<file path="config.mk">
export PLATFORM = sky130hd
export DESIGN_NAME = fixed_partition_fit_allocator
export DESIGN_NICKNAME = d
export VERILOG_FILES = /design/src/hdl/fpfa_pkg.sv /design/src/hdl/fpfa_ctrl.sv /design/src/hdl/fpfa_datapath.sv /design/src/hdl/fixed_partition_fit_allocator.sv
export SDC_FILE = /design/constraint.sdc
export NUM_CORES = 1
export LEC_CHECK = 0
export BUFFER_PORTS_ARGS = -buffer_cell sky130_fd_sc_hd__buf_2
export CELL_PAD_IN_SITES_DETAIL_PLACEMENT = 2
export CELL_PAD_IN_SITES_GLOBAL_PLACEMENT = 2
export CORE_MARGIN = 1
export CORE_UTILIZATION = 45
export CTS_BUF_LIST = sky130_fd_sc_hd__clkbuf_16
export DETAILED_ROUTE_END_ITERATION = 7
export PLACE_DENSITY_LB_ADDON = 0.2
export SYNTH_ARGS = -nofsm -noshare
export SYNTH_HDL_FRONTEND = slang
export SYNTH_SLANG_ARGS = --single-unit
</file>
<file path="constraint.sdc">
create_clock -name clk_i -period 11.3 [get_ports clk_i]
set_clock_uncertainty 0.05 [all_clocks]
set_input_delay 2.825 -clock clk_i [delete_from_list [all_inputs] [get_ports clk_i]]
set_output_delay 2.825 -clock clk_i [all_outputs]
set_load 0.01 [all_outputs]
</file>
<file path="src/hdl/fpfa_pkg.sv">
// ----------------------------------------------------------------------------
// Fixed-partition fit allocator package
// Shared constants, operation codes and controller/datapath interface types.
// ----------------------------------------------------------------------------
package fpfa_pkg;

  localparam int unsigned MAX_PARTITIONS_DEF = 16;
  localparam int unsigned SIZE_WIDTH_DEF     = 16;

  localparam int unsigned OP_W     = 2;
  localparam int unsigned SLOT_W   = 4;
  localparam int unsigned AMOUNT_W = 16;
  localparam int unsigned PIU_W    = 5;
  localparam int unsigned APB_DW   = 32;
  localparam int unsigned APB_AW   = 3;

  localparam logic [OP_W-1:0] OP_LOAD     = 2'd0;
  localparam logic [OP_W-1:0] OP_ALLOCATE = 2'd1;
  localparam logic [OP_W-1:0] OP_RESTORE  = 2'd2;

  localparam logic REG_FIT_MODE          = 1'b0;
  localparam logic REG_PARTITIONS_IN_USE = 1'b1;

  localparam logic [PIU_W-1:0] PIU_RESET = 5'd16;

  typedef struct packed {
    logic capture;
    logic load_wr;
    logic sweep;
    logic scan;
    logic commit;
    logic out_load;
  } ctrl_cmd_t;

  typedef struct packed {
    logic issue_done;
    logic rd_vld;
    logic out_busy;
  } dp_status_t;

endpackage

</file>
<file path="src/hdl/fpfa_ctrl.sv">
// ----------------------------------------------------------------------------
// Fixed-partition fit allocator controller
// One-hot state machine that sequences load, restore sweep and allocate scan.
// ----------------------------------------------------------------------------
module fpfa_ctrl (
  input  logic                              clk_i,
  input  logic                              rst_ni,
  input  logic                              in_valid_i,
  output logic                              in_stall_o,
  input  logic [fpfa_pkg::OP_W-1:0]         operation_i,
  input  fpfa_pkg::dp_status_t              status_i,
  output fpfa_pkg::ctrl_cmd_t               cmd_o
);
  import fpfa_pkg::*;

  typedef enum logic [5:0] {
    S_IDLE   = 6'b000001,
    S_LOAD   = 6'b000010,
    S_SWEEP  = 6'b000100,
    S_SCAN   = 6'b001000,
    S_COMMIT = 6'b010000,
    S_DONE   = 6'b100000
  } state_e;

  state_e state_q, state_d;

  always_comb begin
    state_d = state_q;
    cmd_o   = '0;
    case (state_q)
      S_IDLE: begin
        if (in_valid_i) begin
          cmd_o.capture = 1'b1;
          case (operation_i)
            OP_LOAD:     state_d = S_LOAD;
            OP_ALLOCATE: state_d = S_SCAN;
            OP_RESTORE:  state_d = S_SWEEP;
            default:     state_d = S_DONE;
          endcase
        end
      end
      S_LOAD: begin
        cmd_o.load_wr = 1'b1;
        state_d       = S_DONE;
      end
      S_SWEEP: begin
        cmd_o.sweep = 1'b1;
        if (status_i.issue_done && !status_i.rd_vld) begin
          state_d = S_DONE;
        end
      end
      S_SCAN: begin
        cmd_o.scan = 1'b1;
        if (status_i.issue_done && !status_i.rd_vld) begin
          state_d = S_COMMIT;
        end
      end
      S_COMMIT: begin
        cmd_o.commit = 1'b1;
        state_d      = S_DONE;
      end
      S_DONE: begin
        if (!status_i.out_busy) begin
          cmd_o.out_load = 1'b1;
          state_d        = S_IDLE;
        end
      end
      default: state_d = S_IDLE;
    endcase
  end

  always_ff @(posedge clk_i or negedge rst_ni) begin
    if (!rst_ni) begin
      state_q <= S_IDLE;
    end else begin
      state_q <= state_d;
    end
  end

  assign in_stall_o = (state_q != S_IDLE);

endmodule

</file>
<file path="src/hdl/fpfa_datapath.sv">
// ----------------------------------------------------------------------------
// Fixed-partition fit allocator datapath
// Partition memories, taken marks, scan evaluation and the result register.
// ----------------------------------------------------------------------------
module fpfa_datapath #(
  parameter int unsigned MAX_PARTITIONS = fpfa_pkg::MAX_PARTITIONS_DEF,
  parameter int unsigned SIZE_WIDTH     = fpfa_pkg::SIZE_WIDTH_DEF
) (
  input  logic                              clk_i,
  input  logic                              rst_ni,
  input  fpfa_pkg::ctrl_cmd_t               cmd_i,
  output fpfa_pkg::dp_status_t              status_o,
  input  logic [fpfa_pkg::OP_W-1:0]         operation_i,
  input  logic [fpfa_pkg::SLOT_W-1:0]       slot_index_i,
  input  logic [fpfa_pkg::AMOUNT_W-1:0]     amount_i,
  input  logic                              fit_mode_i,
  input  logic [fpfa_pkg::PIU_W-1:0]        partitions_in_use_i,
  output logic                              out_valid_o,
  input  logic                              out_stall_i,
  output logic                              granted_o,
  output logic [fpfa_pkg::SLOT_W-1:0]       chosen_slot_o,
  output logic [fpfa_pkg::AMOUNT_W-1:0]     space_before_o,
  output logic [fpfa_pkg::AMOUNT_W-1:0]     space_after_o
);
  import fpfa_pkg::*;

  localparam int unsigned IDX_W = (MAX_PARTITIONS > 1) ? $clog2(MAX_PARTITIONS) : 1;
  localparam int unsigned CNT_W = $clog2(MAX_PARTITIONS + 1);

  logic [SIZE_WIDTH-1:0] cur_mem  [MAX_PARTITIONS];
  logic [SIZE_WIDTH-1:0] orig_mem [MAX_PARTITIONS];
  logic [MAX_PARTITIONS-1:0] taken_q;

  logic [SLOT_W-1:0]     req_slot_q;
  logic [SIZE_WIDTH-1:0] req_amt_q;
  logic [CNT_W-1:0]      ptr_q, lim_q, lim_d;

  logic                  rd_vld_q;
  logic [IDX_W-1:0]      rd_idx_q;
  logic [SIZE_WIDTH-1:0] cur_rd_q, orig_rd_q;
  logic                  taken_rd_q;

  logic                  found_q;
  logic [IDX_W-1:0]      best_idx_q;
  logic [SIZE_WIDTH-1:0] best_before_q, best_left_q;

  logic                  res_granted_q;
  logic [SLOT_W-1:0]     res_slot_q;
  logic [AMOUNT_W-1:0]   res_before_q, res_after_q;

  logic                  out_valid_q;
  logic                  out_granted_q;
  logic [SLOT_W-1:0]     out_slot_q;
  logic [AMOUNT_W-1:0]   out_before_q, out_after_q;

  logic                  issue_done, rd_en, slot_ok, fit, take;
  logic [SIZE_WIDTH-1:0] left;
  logic                  cur_we;
  logic [IDX_W-1:0]      cur_wa, slot_idx;
  logic [SIZE_WIDTH-1:0] cur_wd;

  assign issue_done = (ptr_q == lim_q);
  assign rd_en      = (cmd_i.scan || cmd_i.sweep) && !issue_done;
  assign slot_ok    = (32'(req_slot_q) < MAX_PARTITIONS);
  assign slot_idx   = IDX_W'(req_slot_q);

  assign fit  = !taken_rd_q && (cur_rd_q >= req_amt_q);
  assign left = cur_rd_q - req_amt_q;
  assign take = cmd_i.scan && rd_vld_q && fit &&
                (!found_q || (fit_mode_i && (left < best_left_q)));

  always_comb begin
    if (operation_i == OP_RESTORE) begin
      lim_d = CNT_W'(MAX_PARTITIONS);
    end else if (32'(partitions_in_use_i) > MAX_PARTITIONS) begin
      lim_d = CNT_W'(MAX_PARTITIONS);
    end else begin
      lim_d = CNT_W'(partitions_in_use_i);
    end
  end

  always_comb begin
    cur_we = 1'b0;
    cur_wa = rd_idx_q;
    cur_wd = orig_rd_q;
    if (cmd_i.load_wr) begin
      cur_we = slot_ok;
      cur_wa = slot_idx;
      cur_wd = req_amt_q;
    end else if (cmd_i.sweep) begin
      cur_we = rd_vld_q;
    end else if (cmd_i.commit) begin
      cur_we = found_q;
      cur_wa = best_idx_q;
      cur_wd = best_left_q;
    end
  end

  always_ff @(posedge clk_i) begin
    if (cur_we) begin
      cur_mem[cur_wa] <= cur_wd;
    end
    if (cmd_i.load_wr && slot_ok) begin
      orig_mem[slot_idx] <= req_amt_q;
    end
    if (rd_en) begin
      cur_rd_q  <= cur_mem[ptr_q[IDX_W-1:0]];
      orig_rd_q <= orig_mem[ptr_q[IDX_W-1:0]];
    end
  end

  always_ff @(posedge clk_i) begin
    if (rd_en) begin
      rd_idx_q   <= ptr_q[IDX_W-1:0];
      taken_rd_q <= taken_q[ptr_q[IDX_W-1:0]];
    end
    if (cmd_i.capture) begin
      req_slot_q <= slot_index_i;
      req_amt_q  <= SIZE_WIDTH'(amount_i);
    end
    if (take) begin
      best_idx_q    <= rd_idx_q;
      best_before_q <= cur_rd_q;
      best_left_q   <= left;
    end
    if (cmd_i.capture) begin
      res_granted_q <= 1'b0;
      res_slot_q    <= '0;
      res_before_q  <= '0;
      res_after_q   <= '0;
    end else if (cmd_i.commit && found_q) begin
      res_granted_q <= 1'b1;
      res_slot_q    <= SLOT_W'(best_idx_q);
      res_before_q  <= AMOUNT_W'(best_before_q);
      res_after_q   <= AMOUNT_W'(best_left_q);
    end
    if (cmd_i.out_load) begin
      out_granted_q <= res_granted_q;
      out_slot_q    <= res_slot_q;
      out_before_q  <= res_before_q;
      out_after_q   <= res_after_q;
    end
  end

  always_ff @(posedge clk_i or negedge rst_ni) begin
    if (!rst_ni) begin
      taken_q     <= '0;
      ptr_q       <= '0;
      lim_q       <= '0;
      rd_vld_q    <= 1'b0;
      found_q     <= 1'b0;
      out_valid_q <= 1'b0;
    end else begin
      rd_vld_q <= rd_en;
      if (cmd_i.capture) begin
        ptr_q   <= '0;
        lim_q   <= lim_d;
        found_q <= 1'b0;
        if (operation_i == OP_RESTORE) begin
          taken_q <= '0;
        end
      end else begin
        if (rd_en) begin
          ptr_q <= ptr_q + CNT_W'(1);
        end
        if (take) begin
          found_q <= 1'b1;
        end
        if (cmd_i.load_wr && slot_ok) begin
          taken_q[slot_idx] <= 1'b0;
        end
        if (cmd_i.commit && found_q) begin
          taken_q[best_idx_q] <= 1'b1;
        end
      end
      if (cmd_i.out_load) begin
        out_valid_q <= 1'b1;
      end else if (!out_stall_i) begin
        out_valid_q <= 1'b0;
      end
    end
  end

  assign status_o.issue_done = issue_done;
  assign status_o.rd_vld     = rd_vld_q;
  assign status_o.out_busy   = out_valid_q && out_stall_i;

  assign out_valid_o    = out_valid_q;
  assign granted_o      = out_granted_q;
  assign chosen_slot_o  = out_slot_q;
  assign space_before_o = out_before_q;
  assign space_after_o  = out_after_q;

endmodule

</file>
<file path="src/hdl/fixed_partition_fit_allocator.sv">
// ----------------------------------------------------------------------------
// Fixed-partition fit allocator
// First-fit or best-fit allocation over a set of fixed memory partitions.
// ----------------------------------------------------------------------------
//  Channel  Direction  Handshake               Payload
//  in       input      in_valid_i/in_stall_o   operation, slot_index, amount
//  out      output     out_valid_o/out_stall_i granted, chosen_slot, space_*
//  cfg      input      APB psel/penable        fit_mode, partitions_in_use
//
// A load writes the addressed partition and an unused code goes straight to
// the result. An allocate scans the first n partitions, n being the scan limit,
// with a one-entry-per-cycle read of the partition memory, then commits. A
// restore sweeps all MAX_PARTITIONS entries, one memory copy per cycle. No
// clearing pass follows reset.
// A stalled result holds the block after its work is done; a new request is
// taken once that result has moved into the output register.
// ----------------------------------------------------------------------------
module fixed_partition_fit_allocator #(
  parameter int unsigned MAX_PARTITIONS = fpfa_pkg::MAX_PARTITIONS_DEF,
  parameter int unsigned SIZE_WIDTH     = fpfa_pkg::SIZE_WIDTH_DEF
) (
  input  logic                              clk_i,
  input  logic                              rst_ni,
  input  logic                              psel,
  input  logic                              penable,
  input  logic                              pwrite,
  input  logic [fpfa_pkg::APB_AW-1:0]       paddr,
  input  logic [fpfa_pkg::APB_DW-1:0]       pwdata,
  output logic [fpfa_pkg::APB_DW-1:0]       prdata,
  output logic                              pready,
  input  logic                              in_valid_i,
  output logic                              in_stall_o,
  input  logic [fpfa_pkg::OP_W-1:0]         operation_i,
  input  logic [fpfa_pkg::SLOT_W-1:0]       slot_index_i,
  input  logic [fpfa_pkg::AMOUNT_W-1:0]     amount_i,
  output logic                              out_valid_o,
  input  logic                              out_stall_i,
  output logic                              granted_o,
  output logic [fpfa_pkg::SLOT_W-1:0]       chosen_slot_o,
  output logic [fpfa_pkg::AMOUNT_W-1:0]     space_before_o,
  output logic [fpfa_pkg::AMOUNT_W-1:0]     space_after_o
);
  import fpfa_pkg::*;

  logic              fit_mode_q;
  logic [PIU_W-1:0]  piu_q;
  logic              cfg_wr;
  ctrl_cmd_t         cmd;
  dp_status_t        status;

  assign pready = 1'b1;
  assign cfg_wr = psel && penable && pwrite && pready;

  always_ff @(posedge clk_i or negedge rst_ni) begin
    if (!rst_ni) begin
      fit_mode_q <= 1'b0;
      piu_q      <= PIU_RESET;
    end else if (cfg_wr) begin
      case (paddr[2])
        REG_FIT_MODE:          fit_mode_q <= pwdata[0];
        REG_PARTITIONS_IN_USE: piu_q      <= pwdata[PIU_W-1:0];
        default:               fit_mode_q <= fit_mode_q;
      endcase
    end
  end

  always_comb begin
    case (paddr[2])
      REG_FIT_MODE:          prdata = APB_DW'(fit_mode_q);
      REG_PARTITIONS_IN_USE: prdata = APB_DW'(piu_q);
      default:               prdata = '0;
    endcase
  end

  fpfa_ctrl u_ctrl (
    .clk_i       (clk_i),
    .rst_ni      (rst_ni),
    .in_valid_i  (in_valid_i),
    .in_stall_o  (in_stall_o),
    .operation_i (operation_i),
    .status_i    (status),
    .cmd_o       (cmd)
  );

  fpfa_datapath #(
    .MAX_PARTITIONS (MAX_PARTITIONS),
    .SIZE_WIDTH     (SIZE_WIDTH)
  ) u_datapath (
    .clk_i               (clk_i),
    .rst_ni              (rst_ni),
    .cmd_i               (cmd),
    .status_o            (status),
    .operation_i         (operation_i),
    .slot_index_i        (slot_index_i),
    .amount_i            (amount_i),
    .fit_mode_i          (fit_mode_q),
    .partitions_in_use_i (piu_q),
    .out_valid_o         (out_valid_o),
    .out_stall_i         (out_stall_i),
    .granted_o           (granted_o),
    .chosen_slot_o       (chosen_slot_o),
    .space_before_o      (space_before_o),
    .space_after_o       (space_after_o)
  );

endmodule
</file>
* Word-level counts from Yosys, hierarchy flattened
Memory sizes are Yosys's and may differ from the RTL's. A register that Yosys moved wholly into a read port is not among the register bits. Index checks and enable logic that the tools add are counted.
Word-level totals: output and inout bits 72, memories kept 2, input port bits 64, register bits 176, logic and storage cells 129, bits in writable memories 512
Operators by class: $lt $le $gt $ge 8, add/subtract/negate cells 2, bitwise operators 4, equality and inequality tests 16, multiplexer cells 47, reductions and logical operators 26
Memory list:
- u_datapath.cur_mem | words 16, bits a word 16, read ports 1, clocked after memory_dff 1, write ports 1, RTL line fpfa_datapath.sv:30 | logic [SIZE_WIDTH-1:0] cur_mem [MAX_PARTITIONS];
- u_datapath.orig_mem | words 16, bits a word 16, read ports 1, clocked after memory_dff 1, write ports 1, RTL line fpfa_datapath.sv:31 | logic [SIZE_WIDTH-1:0] orig_mem [MAX_PARTITIONS];
Operators by type and width (number):
- 2-to-1 mux 16 bit | 8
- one-hot mux 32 bit (2 select lines) | 1
- one-hot mux 6 bit (5 select lines) | 1
- 2-to-1 mux 6 bit | 4
- 2-to-1 mux 1 bit | 22
- 2-to-1 mux 5 bit | 4
- one-hot mux 6 bit (3 select lines) | 1
- bitwise AND 16 bit | 1
- greater-or-equal comparator 16 bit | 1
- < comparator 16 bit | 1
- inverter 16 bit | 1
- OR 16 bit | 1
- subtractor 16 bit | 1
- < comparator 4 x 5 -> 1 bit, second input constant | 3
- logical AND 1 bit | 13
- 2-to-1 mux 4 bit | 3
- demux 1 bit (select 4 bit) | 2
- greater-or-equal comparator 4 x 1 -> 1 bit, second input constant | 2
- inequality test 2 x 1 -> 1 bit, second input constant | 4
- == test 6 x 1 -> 1 bit, second input constant | 1
- == test 6 x 2 -> 1 bit, second input constant | 1
- == test 6 x 3 -> 1 bit, second input constant | 1
- == test 6 x 4 -> 1 bit, second input constant | 1
- == test 6 x 5 -> 1 bit, second input constant | 1
- 17 further kinds | 24

* Depth between registers and ports, before layout
word-level depth 11, depth in mapped cells 16

* Cells and area by module
From an unflattened synthesis, not the netlist that was laid out.
Unflattened totals: cell total of the unflattened synthesis 1558, area total of the unflattened synthesis 28579.9 sq um
By module, submodules not included:
- fpfa_datapath | sequential area each 20744.9 sq um, cells an instance 1468, times used 1, area an instance 27682.8 sq um
- fixed_partition_fit_allocator | sequential area each 151.4 sq um, cells an instance 49, times used 1, area an instance 494.2 sq um
- fpfa_ctrl | sequential area each 151.4 sq um, cells an instance 41, times used 1, area an instance 402.9 sq um

* Worst setup path before layout
OpenSTA, ideal clock, no wires.
kind register -> register, start point register u_datapath.req_amt_q[2], end point register u_datapath.best_before_q[0] (enable), setup slack 4.976 ns, setup time 0.489 ns, cell stages (with the launch flop) 15, arrival 5.786 ns, path through edfxtp_1 > inv_1 > ha_1 > a21oi_1 > a21boi_0 > o311ai_0 > nand3_1 > mux2i_1 > nand3_1 > ha_1 > and3_1 > o21ai_0 > a21oi_1 > or4b_1 > a221oi_1
On the way: longest elaborated chain between the ends 5, elaborated cells between the ends (all ways) 8, classes of those cells add/sub (1); order compare (2); reduce/logical (5)
Ends and longest elaborated chain:
- start, declared | RTL line fpfa_datapath.sv:35 | logic [SIZE_WIDTH-1:0] req_amt_q;
- start signal, assigned | RTL line fpfa_datapath.sv:119 | req_amt_q <= SIZE_WIDTH'(amount_i);
- subtractor 16 bit | RTL line fpfa_datapath.sv:68 | assign left = cur_rd_q - req_amt_q;
- named net u_datapath.left[13] | RTL line fpfa_datapath.sv:57 | logic [SIZE_WIDTH-1:0] left;
- < comparator 16 bit | RTL line fpfa_datapath.sv:70 | (!found_q || (fit_mode_i && (left < best_left_q)));
- logical AND 1 bit | RTL line fpfa_datapath.sv:70
- logical OR 1 bit | RTL line fpfa_datapath.sv:70
- logical AND 1 bit | RTL line fpfa_datapath.sv:69 | assign take = cmd_i.scan && rd_vld_q && fit &&
- named net u_datapath.take | RTL line fpfa_datapath.sv:56 | logic issue_done, rd_en, slot_ok, fit, take;
- end signal, assigned | RTL line fpfa_datapath.sv:123 | best_before_q <= cur_rd_q;
- end, declared | RTL line fpfa_datapath.sv:45 | logic [SIZE_WIDTH-1:0] best_before_q, best_left_q;
The timed path passes the listed nets, and every way through them passes these cells. A chain may end at the register's enable or synchronous reset.

* Worst setup path in the final report
start point input port paddr[2] in the netlist's numbering, end point output port prdata[0] in the netlist's numbering
On the way: longest elaborated chain between the ends 2
Ends and longest elaborated chain:
- start, declared | RTL line fixed_partition_fit_allocator.sv:27 | input logic [fpfa_pkg::APB_AW-1:0] paddr,
- inverter 1 bit (no source line)
- one-hot mux 32 bit (2 select lines) (*) | RTL line fixed_partition_fit_allocator.sv:68 | case (paddr[2])
- end, declared | RTL line fixed_partition_fit_allocator.sv:29 | output logic [fpfa_pkg::APB_DW-1:0] prdata,
Every way passes the cells marked *; elsewhere a longest branch is shown, timed or not. The select of a mux whose other input is x is not followed.

==> flow_summary.yaml <==
status:
  outcome: "completed"
global_routing:
  grt_max_degree: 84
  antenna_found_initial: 3
  globalRoute.totalOverflow: 0
  track_usage_pct: 28.3
  grt_pass1_wl_um: 127000
  grt_pass1_vias: 17116
timing:
  finalSetupTns_ps: 0
  slew-limit-headroom_pct: 26.2
  timing.final.crit_share_pct: 55.8
  setup_viol: 0
  fmax_mhz: 158
  final_max_slew_viol_count: 0
  hold_violations: 0
  post-route-worst-setup-slack_ps: 4990
  min_period_ps: 6310
  worstMarginPinSlew_ps: 1100
  rsz0062_at_grt: "no"
synth:
  syn_inst: 1551
  syn_area_mm2: 0.0285
  synth-seq-cells: 720
  syn_avg_cell_area_um2: 18.4
  synthArstFlopShare_pct: 5.69
  synth_top_area_cell: "edfxtp_1"
  seq_area_frac_synth_pct: 73.8
  synth_edf_count: 642
  synth_cell_types: 61
  ys_top_cells_by_area: "edfxtp_1 68%, mux4_2 13%, dfrtp_1 3.4%"
  synth_flop_cell: "edfxtp_1"
  yosysWarningCount: 0
  synth_commonest_cells: "642 x edfxtp_1, 165 x mux4_2, 124 x nand2_1"
  yosysMostFrequentCell: "edfxtp_1"
  synth.top_cell.area_share_pct: 67.6
placed_design:
  dpl_worst_slack_ps: 4980
  dp_hpwl_um: 50700
  dp_cells: 2454
  gp_congestion: 0.826
  io_buffers: 78
power:
  switching_share_pct: 29.6
  p_leak_nw: 10.7
  pwr-share-clk_pct: 33.3
  ir_drop_v: 0.0000974
  p_switching_mw: 2.13
  p_seq_share_pct: 46.5
  powerDensity_mw_per_mm2: 222
  combPwrFrac_pct: 20.3
  p_int_mw: 5.08
drt:
  wl_um: 89000
  wl_per_cell_um: 34.3
  vias: 15972
  drc: 0
  drt-vias-per-instance: 6.16
  dr.first_iter.drc_count: 1797
  firstDrtPassIters: 5
  ant_nets: 0
finish:
  layout-drive-gt1-share_pct: 25.5
  finalNonFillerCells: 2591
  area_growth_pct: 13.5
  final_nets: 1792
clock_tree:
  clock_sinks: 720
  clockBufferDepth: 3
  postCtsSetupRepairBufs: 0
  cts_root_buf: "clkbuf_16"
  cts_hold_buffers: 0
  cts_resized: 0
  path_clk_slew_ps: 60
  cts_buffers: 76
  insertion_delay_ps: 630
  cts_tree: "yes"
  htreeDepth: 3
critical_path:
  crit_fanout: 7
  crit_required_ps: 8430
  end_kind: "primary output"
  critPathLaunchType: "input port"
  crit_arrival_ps: 3440
  crit_type: "in -> out"
die:
  die_h_um: 254
  io_pins: 136
  die_x_um: 254
  dieArea_mm2: 0.0644
  rows: 91
  start_util_pct: 45.9
  coreArea_mm2: 0.0622
hold_path:
  hold_path.class: "reg -> reg"
flow_run:
  cap_violations: 0
-- final cells by class --
cell class                 count  area, µm²
inverter                      39        151
tap                          837       1050
fill                        5530      29800
sequential                   720      21100
antenna                        1       2.50
timing repair buffer         140        856
multi-input combinational    718       6970
clock buffer                  78       1950
clock inverter                58        354
-- routing by layer --
metal  wire length (µm)  GRT usage [%]  share of wire (%)
met5                  8              0             0.0090
met2              44000           46.5                 49
met1              35600           38.1                 40
met4               3400           11.5                3.8
met3               5990           4.08                6.7
-- power groups by stage --
stage,Clock [mW],Combinational (mW),Sequential [mW]
after floorplan,0,1.00,3.30
after global placement,0,1.30,3.38
after detailed placement,0,1.41,3.40
after CTS,2.44,1.46,3.35
after global routing,2.51,1.54,3.36
final,2.40,1.46,3.35
-- layout by cell type (no fill, tap or decap), types with 20 or more instances in the layout --
cell,instances
a21oi_1,76
buf_2,78
buf_4,62
clkbuf_16,78
conb_1,28
dfrtp_1,35
dfxtp_1,37
edfxtp_1,642
ha_1,32
inv_1,64
mux4_2,165
nand2_1,124
nand3_1,20
nor2_1,54
o21ai_0,44
-- worst paths after layout --
path	start	cells after the start	end	slack, ps
max	paddr[2]	3	prdata[0]	4990
min	u_datapath.res_after_q[14]	0	u_datapath.space_after_o[14]	380
max reg2reg	u_datapath.req_amt_q[2]	15	u_datapath.best_before_q[12]	5080
min reg2reg	u_datapath.res_after_q[14]	0	u_datapath.space_after_o[14]	380
max in group asynchronous	rst_ni	1	u_datapath.ptr_q[0]	8120
min in group asynchronous	rst_ni	1	piu_q[2]	2340
-- critical path, stage by stage --
cell,delay (ps)
buf_2,140
mux2_2,340
buf_2,140
-- kinds of logic after synthesis --
group,Yosys count,share of synthesized area (%)
AND/OR/NAND/NOR,285,4.59
XOR/XNOR,19,0.583
other,2,0.0263
multiplexers,179,13.5
adder cells (fa/ha/maj),33,1.47
flip-flops,720,73.8
buffers and inverters,139,2.49
AO/OA/AOI/OAI,174,3.52
-- per-stage QoR --
| step | hold slack, ps | total power, mW | cell area [µm²] | utilization, % |
|---|---|---|---|---|
| global route | 395 | 7.41 | 32400 | 52.1 |
| CTS | 386 | 7.25 | 32400 | 52.1 |
| floorplan | 358 | 4.30 | 28600 | - |
| global placement | 364 | 4.69 | 30100 | 48.4 |
| detailed placement | 369 | 4.80 | 30100 | 48.4 |
| finish | 382 | 7.21 | 32400 | 52.1 |
-- flip-flops by register name, summed over array words and instances, names as in the netlist, 5 cells and up --
register and count:
u_ctrl.state_q 6, u_datapath.best_before_q 16, u_datapath.res_after_q 16, u_datapath.space_after_o 16, u_datapath.res_before_q 16, u_datapath.lim_q 5
u_datapath.cur_rd_q 16, u_datapath.cur_mem 256, u_datapath.ptr_q 5, u_datapath.req_amt_q 16, piu_q 5, u_datapath.orig_mem 256
u_datapath.space_before_o 16, u_datapath.orig_rd_q 16, u_datapath.best_left_q 16, u_datapath.taken_q 16
No activity file was read; power rests on OpenSTA's default activity.
